`src/rtl/dtfp_pkg.sv`:
```
package dtfp_pkg;

   typedef enum logic [1:0] {
      PH_LEAD,
      PH_SIGN,
      PH_BODY
   } phase_type;

   typedef enum logic [2:0] {
      ST_OK      = 3'd0,
      ST_EMPTY   = 3'd1,
      ST_DOTS    = 3'd2,
      ST_INVALID = 3'd3,
      ST_FRAC    = 3'd4,
      ST_DIGITS  = 3'd5
   } status_type;

   typedef enum logic [1:0] {
      SC_ONE,
      SC_TEN,
      SC_HUNDRED
   } scale_type;

   localparam logic [7:0] CHAR_SPACE = 8'h20;
   localparam logic [7:0] CHAR_PLUS  = 8'h2B;
   localparam logic [7:0] CHAR_MINUS = 8'h2D;
   localparam logic [7:0] CHAR_DOT   = 8'h2E;
   localparam logic [7:0] CHAR_ZERO  = 8'h30;
   localparam logic [7:0] CHAR_NINE  = 8'h39;

   localparam logic [4:0] DIGIT_SAT  = 5'd21;
   localparam logic [4:0] DIGIT_MAX  = 5'd20;
   localparam logic [1:0] FRAC_SAT   = 2'd3;
   localparam logic [1:0] FRAC_MAX   = 2'd2;

   // Everything the result stage needs once the string has ended.
   typedef struct packed {
      logic [63:0] accumulator;
      logic        negative;
      scale_type   scale;
      status_type  status;
   } summary_type;

endpackage

```
`src/rtl/dtfp_req_if.sv`:
```
interface dtfp_req_if;
   logic       valid;
   logic       ready;
   logic [7:0] char_code;
   logic       has_char;
   logic       last;

   modport source (output valid, output char_code, output has_char, output last,
                   input ready);
   modport sink (input valid, input char_code, input has_char, input last,
                 output ready);
endinterface

```
`src/rtl/dtfp_rsp_if.sv`:
```
interface dtfp_rsp_if;
   logic               valid;
   logic               ready;
   logic signed [63:0] scaled_value;
   logic [2:0]         status;

   modport source (output valid, output scaled_value, output status, input ready);
   modport sink (input valid, input scaled_value, input status, output ready);
endinterface

```
`src/rtl/dtfp_char_parser.sv`:
```
module dtfp_char_parser (
   input  logic                clock,
   input  logic                reset,
   input  logic                take,
   input  logic [7:0]          char_code,
   input  logic                has_char,
   input  logic                last,
   output dtfp_pkg::summary_type summary
);

   dtfp_pkg::phase_type  phase_ff, phase_in;
   logic                 negative_ff, negative_in;
   logic [63:0]          acc_ff, acc_in;
   logic [4:0]           digits_ff, digits_in;
   logic [1:0]           frac_ff, frac_in;
   logic                 dot_ff, dot_in;
   logic                 space_ff, space_in;
   dtfp_pkg::status_type error_ff, error_in;
   logic [3:0]           digit_value;
   logic                 is_digit;

   assign digit_value = 4'(char_code - dtfp_pkg::CHAR_ZERO);
   assign is_digit    = (char_code >= dtfp_pkg::CHAR_ZERO) &&
                        (char_code <= dtfp_pkg::CHAR_NINE);

   always_comb begin
      phase_in    = phase_ff;
      negative_in = negative_ff;
      acc_in      = acc_ff;
      digits_in   = digits_ff;
      frac_in     = frac_ff;
      dot_in      = dot_ff;
      space_in    = space_ff;
      error_in    = error_ff;
      // Once an error is held, later characters leave the state alone.
      if (has_char && (error_ff == dtfp_pkg::ST_OK)) begin
         if (char_code == dtfp_pkg::CHAR_SPACE) begin
            if (phase_ff != dtfp_pkg::PH_LEAD) begin
               space_in = 1'b1;
            end
         end else if (space_ff) begin
            error_in = dtfp_pkg::ST_INVALID;
         end else if ((phase_ff == dtfp_pkg::PH_LEAD) &&
                      (char_code == dtfp_pkg::CHAR_MINUS)) begin
            negative_in = 1'b1;
            phase_in    = dtfp_pkg::PH_SIGN;
         end else if ((phase_ff == dtfp_pkg::PH_LEAD) &&
                      (char_code == dtfp_pkg::CHAR_PLUS)) begin
            phase_in = dtfp_pkg::PH_SIGN;
         end else begin
            phase_in = dtfp_pkg::PH_BODY;
            if (is_digit) begin
               acc_in = (acc_ff << 3) + (acc_ff << 1) + {60'd0, digit_value};
               if (digits_ff < dtfp_pkg::DIGIT_SAT) begin
                  digits_in = digits_ff + 5'd1;
               end
               if (dot_ff && (frac_ff < dtfp_pkg::FRAC_SAT)) begin
                  frac_in = frac_ff + 2'd1;
               end
            end else if (char_code == dtfp_pkg::CHAR_DOT) begin
               if (dot_ff) begin
                  error_in = dtfp_pkg::ST_DOTS;
               end else begin
                  dot_in = 1'b1;
               end
            end else begin
               error_in = dtfp_pkg::ST_INVALID;
            end
         end
      end
   end

   always_comb begin
      summary.accumulator = acc_in;
      summary.negative    = negative_in;
      if (error_in != dtfp_pkg::ST_OK) begin
         summary.status = error_in;
      end else if (phase_in != dtfp_pkg::PH_BODY) begin
         summary.status = dtfp_pkg::ST_EMPTY;
      end else if (dot_in && (frac_in > dtfp_pkg::FRAC_MAX)) begin
         summary.status = dtfp_pkg::ST_FRAC;
      end else if (digits_in > dtfp_pkg::DIGIT_MAX) begin
         summary.status = dtfp_pkg::ST_DIGITS;
      end else begin
         summary.status = dtfp_pkg::ST_OK;
      end
      if (!dot_in || (frac_in == 2'd0)) begin
         summary.scale = dtfp_pkg::SC_HUNDRED;
      end else if (frac_in == 2'd1) begin
         summary.scale = dtfp_pkg::SC_TEN;
      end else begin
         summary.scale = dtfp_pkg::SC_ONE;
      end
   end

   // The final request of a string hands its summary on and clears the state.
   always_ff @(posedge clock) begin
      if (reset || (take && last)) begin
         phase_ff    <= dtfp_pkg::PH_LEAD;
         negative_ff <= 1'b0;
         acc_ff      <= 64'd0;
         digits_ff   <= 5'd0;
         frac_ff     <= 2'd0;
         dot_ff      <= 1'b0;
         space_ff    <= 1'b0;
         error_ff    <= dtfp_pkg::ST_OK;
      end else if (take) begin
         phase_ff    <= phase_in;
         negative_ff <= negative_in;
         acc_ff      <= acc_in;
         digits_ff   <= digits_in;
         frac_ff     <= frac_in;
         dot_ff      <= dot_in;
         space_ff    <= space_in;
         error_ff    <= error_in;
      end
   end

endmodule

```
`src/rtl/decimal_text_to_fixed_point.sv`:
```
// Decimal text to fixed point, scale 100.
// The req channel carries one byte of a decimal text field per request, with
// has_char marking a real character and last marking the end of the string.
// A request with last and no character ends the string without adding a character.
// For each request with last, the rsp channel gives one result: the number
// times 100 as a signed 64-bit value, and a status code (zero value on error).
// Requests without last update the parse state and produce nothing.
// After its last request is accepted, the result of a string goes through a scaling
// stage, then the output register.
// Throughput: one request per cycle while req.ready is high; each byte costs one
// shift-add on the 64-bit accumulator, and the scaling stage one constant multiply.
// When the receiver stalls, the result is held in the output register and the
// scaling stage takes one more; only when both are full does req.ready drop.
// Reset is synchronous and clears the parse state and both stages.
module decimal_text_to_fixed_point (
   input logic  clock,
   input logic  reset,
   dtfp_req_if.sink   req,
   dtfp_rsp_if.source rsp
);

   dtfp_pkg::summary_type summary;
   logic                  take;
   logic                  out_load;
   logic                  stage_load;

   logic                  stage_valid_ff;
   dtfp_pkg::summary_type stage_ff;
   logic [63:0]           scaled_in;

   logic                  out_valid_ff;
   logic signed [63:0]    out_value_ff, out_value_in;
   dtfp_pkg::status_type  out_status_ff;

   assign out_load   = !out_valid_ff || rsp.ready;
   assign stage_load = !stage_valid_ff || out_load;
   assign req.ready  = stage_load;
   assign take       = req.valid && req.ready;

   dtfp_char_parser u_parser (
      .clock     (clock),
      .reset     (reset),
      .take      (take),
      .char_code (req.char_code),
      .has_char  (req.has_char),
      .last      (req.last),
      .summary   (summary)
   );

   always_comb begin
      case (stage_ff.scale)
         dtfp_pkg::SC_HUNDRED: scaled_in = (stage_ff.accumulator << 6) +
                                           (stage_ff.accumulator << 5) +
                                           (stage_ff.accumulator << 2);
         dtfp_pkg::SC_TEN:     scaled_in = (stage_ff.accumulator << 3) +
                                           (stage_ff.accumulator << 1);
         default:              scaled_in = stage_ff.accumulator;
      endcase
      if (stage_ff.status != dtfp_pkg::ST_OK) begin
         out_value_in = 64'sd0;
      end else if (stage_ff.negative) begin
         out_value_in = $signed(64'd0 - scaled_in);
      end else begin
         out_value_in = $signed(scaled_in);
      end
   end

   always_ff @(posedge clock) begin
      if (reset) begin
         stage_valid_ff <= 1'b0;
      end else if (stage_load) begin
         stage_valid_ff <= take && req.last;
      end
      if (stage_load && take && req.last) begin
         stage_ff <= summary;
      end
   end

   always_ff @(posedge clock) begin
      if (reset) begin
         out_valid_ff <= 1'b0;
      end else if (out_load) begin
         out_valid_ff <= stage_valid_ff;
      end
      if (out_load && stage_valid_ff) begin
         out_value_ff  <= out_value_in;
         out_status_ff <= stage_ff.status;
      end
   end

   assign rsp.valid        = out_valid_ff;
   assign rsp.scaled_value = out_value_ff;
   assign rsp.status       = out_status_ff;

endmodule

```
`src/flat_wrapper.sv`:
```
// flat-port wrapper written by rule: the top's interface ports become plain ports
module decimal_text_to_fixed_point_flat 
  (clock, reset, req_valid, req_char_code, req_has_char, req_last, req_ready, rsp_valid, rsp_scaled_value, rsp_status, rsp_ready);
  dtfp_req_if req_i ();
  dtfp_rsp_if rsp_i ();
  input logic clock;
  input logic reset;
  input wire logic [$bits(req_i.valid)-1:0] req_valid;
  input wire logic [$bits(req_i.char_code)-1:0] req_char_code;
  input wire logic [$bits(req_i.has_char)-1:0] req_has_char;
  input wire logic [$bits(req_i.last)-1:0] req_last;
  output wire logic [$bits(req_i.ready)-1:0] req_ready;
  output wire logic [$bits(rsp_i.valid)-1:0] rsp_valid;
  output wire logic [$bits(rsp_i.scaled_value)-1:0] rsp_scaled_value;
  output wire logic [$bits(rsp_i.status)-1:0] rsp_status;
  input wire logic [$bits(rsp_i.ready)-1:0] rsp_ready;
  assign req_i.valid = req_valid;
  assign req_i.char_code = req_char_code;
  assign req_i.has_char = req_has_char;
  assign req_i.last = req_last;
  assign req_ready = req_i.ready;
  assign rsp_valid = rsp_i.valid;
  assign rsp_scaled_value = rsp_i.scaled_value;
  assign rsp_status = rsp_i.status;
  assign rsp_i.ready = rsp_ready;
  decimal_text_to_fixed_point u_core (.clock(clock), .reset(reset), .req(req_i), .rsp(rsp_i));
endmodule
```
`config.mk`:
```
export PLATFORM = sky130hd
export DESIGN_NAME = decimal_text_to_fixed_point_flat
export DESIGN_NICKNAME = d
export VERILOG_FILES = /design/src/rtl/dtfp_pkg.sv /design/src/rtl/dtfp_req_if.sv /design/src/rtl/dtfp_rsp_if.sv /design/src/rtl/dtfp_char_parser.sv /design/src/rtl/decimal_text_to_fixed_point.sv /design/src/flat_wrapper.sv
export SDC_FILE = /design/constraint.sdc
export NUM_CORES = 1
export LEC_CHECK = 0
export BUFFER_PORTS_ARGS = -buffer_cell sky130_fd_sc_hd__buf_2
export CORE_ASPECT_RATIO = 1.75
export CORE_MARGIN = 5
export CORE_UTILIZATION = 60
export CTS_CLUSTER_DIAMETER = 30
export DETAILED_ROUTE_END_ITERATION = 7
export PLACE_DENSITY_LB_ADDON = 0.2
export SLEW_MARGIN = 20
export SYNTH_ARGS = -nofsm -noshare
export SYNTH_HDL_FRONTEND = slang
export SYNTH_SLANG_ARGS = --single-unit
```
`constraint.sdc`:
```
create_clock -name clock -period 7.3 [get_ports clock]
set_input_delay 1.46 -clock clock [delete_from_list [all_inputs] [get_ports clock]]
set_output_delay 1.46 -clock clock [all_outputs]
set_load 0.02 [all_outputs]
```
==> results.md <==
* DR iter-0 viols at 1682
* CP endpoint kind: register
* # hold bufs at CTS at 0
* Tcrit/Tclk final at 0.835
* Worst-skew pair later-pin latency at approximately 0.55 ns
* Critical path buffers and inverters at 1
* Largest stage delay, worst path at around 0.84 ns
* WP data arrival at roughly 6.4 ns
* Syn Area/Cell at around 8 um2
* GRT overflow at 0
* Synth top area cells: edfxtp_1 17%, ha_1 13%, nand2_1 7.1%
* R2r worst-path depth at 16
* Ys flop type: edfxtp_1
* GPL Wtd Cong at just under 1
* Num rows at slightly below 100
* GRT Util Overall at 0.328
* Max VDD drop at 0.237 mV
* Wire per inst at about 21 um
* Synthesized flop and latch total at 218
* Vias in the first global route at between 20000 and 25000
* CTS tree: yes
* CTS Buf Count at 34
* Hold Violations, Final at 0
* Worst path required time at about 7.6 ns
* Mapped Cells at 3061
* Cell taking the most area after synthesis: edfxtp_1
* Number of setup violations in the final report at 0
* Drt drc at 0
* Slowest stage cell on the critical path: o41ai_1
* Largest net degree at the start of global routing at 80
* Number of synthesized flops with an enable pin at about 140
* Fraction of registers with async set/reset at 0
* TritonRoute pass-1 iters at 6
* Die X at between 150 and 200 um
* Clock transition at path regs at 0.06 ns
* Antenna viol nets, final at 0
* Starting Density at 0.602
* MaxCap Viol Count at 0
* Layout Skew at 0.0263 ns
* Normalized max-slew margin at 0.294
* Initial antenna violation count at 0
* Die Area at 45200 um2
* Die H at between 200 and 300 um
* Mapped Area at about 25000 um2
* Power Total at around 4.3 mW
* Crit path max fanout at 7
* Pins over their slew limit at 0
* WP depth at 16
* Status: completed
* Clock Tree Buf Depth at 3
* Synthesis-to-layout area growth at 7.67%
* Syn_nets at roughly 3400
* Worst Hold Depth at 2
* Setup CP Type: register to register
* Post-CTS Repair Setup Buffers at 0
* Yosys cell types at 120
* Share of post-route cells with drive strength above 1 at 0.0842
* Io pins at 83
* IO buf count at 82
* Fin crit period at ~6.1 ns
* Placeable Area at between 40000 and 50000 um2
* Clk root buf: clkbuf_16
* CP top delay family: compound AO/OA/AOI/OAI gates
* Num Clock Sinks at ~220
* Worst Hold Class: register to register
* Worst-Margin Slew at roughly 1.0 ns
* N_diodes at 0
* Power Density at around 160 nW/um2
* Seq/Total Area, Yosys at 0.234
* Wirelength, routed at between 70 and 80 mm
* Drt via density at 6.56
* Peak Freq at between 150 and 200 MHz
* Post-Route Setup TNS at 0 ns
* First-pass GRT wire length at between 100 and 150 mm
* Worst-path cell chain: ha_1, inv_1, fa_1, nand2b_1, a2111oi_2, o21ai_0, a31oi_1, nor2_1, o41ai_1, xor2_1, a211o_1, nor4_1, nand3_1, nor4_4, mux2i_1, o311ai_1
* Startpoint Class: register
* Synth warn at 0
* DP HPWL at 58.7 mm
* Static Leak at about 11 nW
* Htree depth at 2
* Top cell type's share of synthesized area at 0.168
* DR vias at around 24000
* RSZ-0062 raised after global routing: no
* Final nets at approximately 3400
* Gates resized, CTS repair at 0
==> cell type report <==
type                            count  area, um2
Sequential cell                   218       5740
Timing Repair Buffer              104        576
Clock buffer                       36        880
Multi-Input combinational cell   2617      17900
Inverter                           75        282
Clock inverter                     26        314
Fill cell                        3578      14300
Tap cell                          550        688
==> layout by cell type, fill, tap and decap left out, drive strengths merged, types with 11 or more instances in the layout <==
| cell | n |
|---|---|
| a211oi | 26 |
| a21boi | 11 |
| a21o | 69 |
| a21oi | 301 |
| a221o | 11 |
| a221oi | 15 |
| a22oi | 11 |
| a31oi | 41 |
| and2 | 17 |
| and3 | 26 |
| buf | 104 |
| clkbuf | 36 |
| clkinv | 14 |
| dfxtp | 81 |
| edfxtp | 137 |
| fa | 61 |
| ha | 245 |
| inv | 85 |
| mux2i | 17 |
| nand2 | 462 |
| nand2b | 23 |
| nand3 | 86 |
| nand4 | 69 |
| nor2 | 259 |
| nor2b | 15 |
| nor3 | 63 |
| nor4 | 20 |
| o211ai | 37 |
| o21a | 38 |
| o21ai | 227 |
| o21bai | 35 |
| o31ai | 38 |
| or2 | 12 |
| or3 | 25 |
| xnor2 | 110 |
| xor2 | 69 |
==> where the power goes <==
group | total (mW) | switching (mW) | internal, mW
sequential | 1.40 | 0.0546 | 1.34
clock | 1.65 | 0.709 | 0.938
combinational | 1.24 | 0.809 | 0.434
total | 4.29 | 1.57 | 2.71
==> registers in the layout, indices dropped and copies added, names as in the netlist, 2 cells and up <==
register and count:
u_core.rsp.status 3, u_core.u_parser.acc_ff 64, u_core.u_parser.digits_ff 5, u_core.u_parser.phase_ff 2, u_core.u_parser.error_ff 3, u_core.rsp.scaled_value 64
u_core.stage_ff 70, u_core.u_parser.frac_ff 2
==> through the flow <==
step | setup slack (ns) | std cells | hold slack, ns | instance area, um2 | util
finish | 1.21 | 3626 | 0.477 | 26400 | 0.648
global route | 0.767 | 3626 | 0.500 | 26400 | 0.648
CTS | 1.24 | 3626 | 0.478 | 26400 | 0.648
detailed placement | 1.04 | 3564 | 0.467 | 25200 | 0.619
global placement | 1.13 | 3564 | 0.455 | 25200 | 0.619
floorplan | 1.74 | 3061 | 0.438 | 24500 | -
==> worst paths after layout <==
kind	slack (ns)	to	from
max	1.21	u_core.rsp.scaled_value[63]$_SDFFCE_PP0P_	u_core.stage_ff[8]$_DFFE_PP_
min	0.48	u_core.u_parser.acc_ff[63]$_SDFFE_PP0P_	u_core.u_parser.acc_ff[63]$_SDFFE_PP0P_
max reg2reg	1.21	u_core.rsp.scaled_value[63]$_SDFFCE_PP0P_	u_core.stage_ff[8]$_DFFE_PP_
min reg2reg	0.48	u_core.u_parser.acc_ff[63]$_SDFFE_PP0P_	u_core.u_parser.acc_ff[63]$_SDFFE_PP0P_
==> routing by layer <==
metal  global-route usage  vias up  wire length, um
met2                0.563      920            36300
met5                    0        -                0
met3               0.0382      234             4860
li1                     -    11400                -
met1                0.401    11200            29900
met4                0.170        0             4410
==> cell families (layout without fill, tap and decap cells) <==
| group | Yosys count | in the layout | share of synthesized area |
|---|---|---|---|
| multiplexers | 24 | 24 | 0.0102 |
| XOR/XNOR | 179 | 179 | 0.0639 |
| AND/OR/NAND/NOR | 1122 | 1122 | 0.215 |
| buffers and inverters | 226 | 241 | 0.0365 |
| AO/OA/AOI/OAI | 986 | 986 | 0.266 |
| adder cells (fa/ha/maj) | 306 | 306 | 0.175 |
| flip-flops | 218 | 218 | 0.234 |
==> worst register-to-register path: cells and delay by family, from the launching register on <==
family	cells	cell delay, ns
buffers and inverters	1	0.07
adder cells (fa/ha/maj)	2	0.69
flip-flops	1	0.53
AO/OA/AOI/OAI	6	2.61
AND/OR/NAND/NOR	5	1.54
XOR/XNOR	1	0.15
multiplexers	1	0.23
==> synthesized netlist by cell type, types with 66 or more instances <==
cell,count
nand2_1,461
a21oi_1,298
nor2_1,258
ha_1,245
o21ai_0,214
edfxtp_1,137
clkbuf_1,114
xnor2_1,110
nand3_1,85
dfxtp_1,81
inv_1,75
xor2_1,69
a21o_1,67
nand4_1,66
Note: power is estimated with default switching activity, not from simulation.
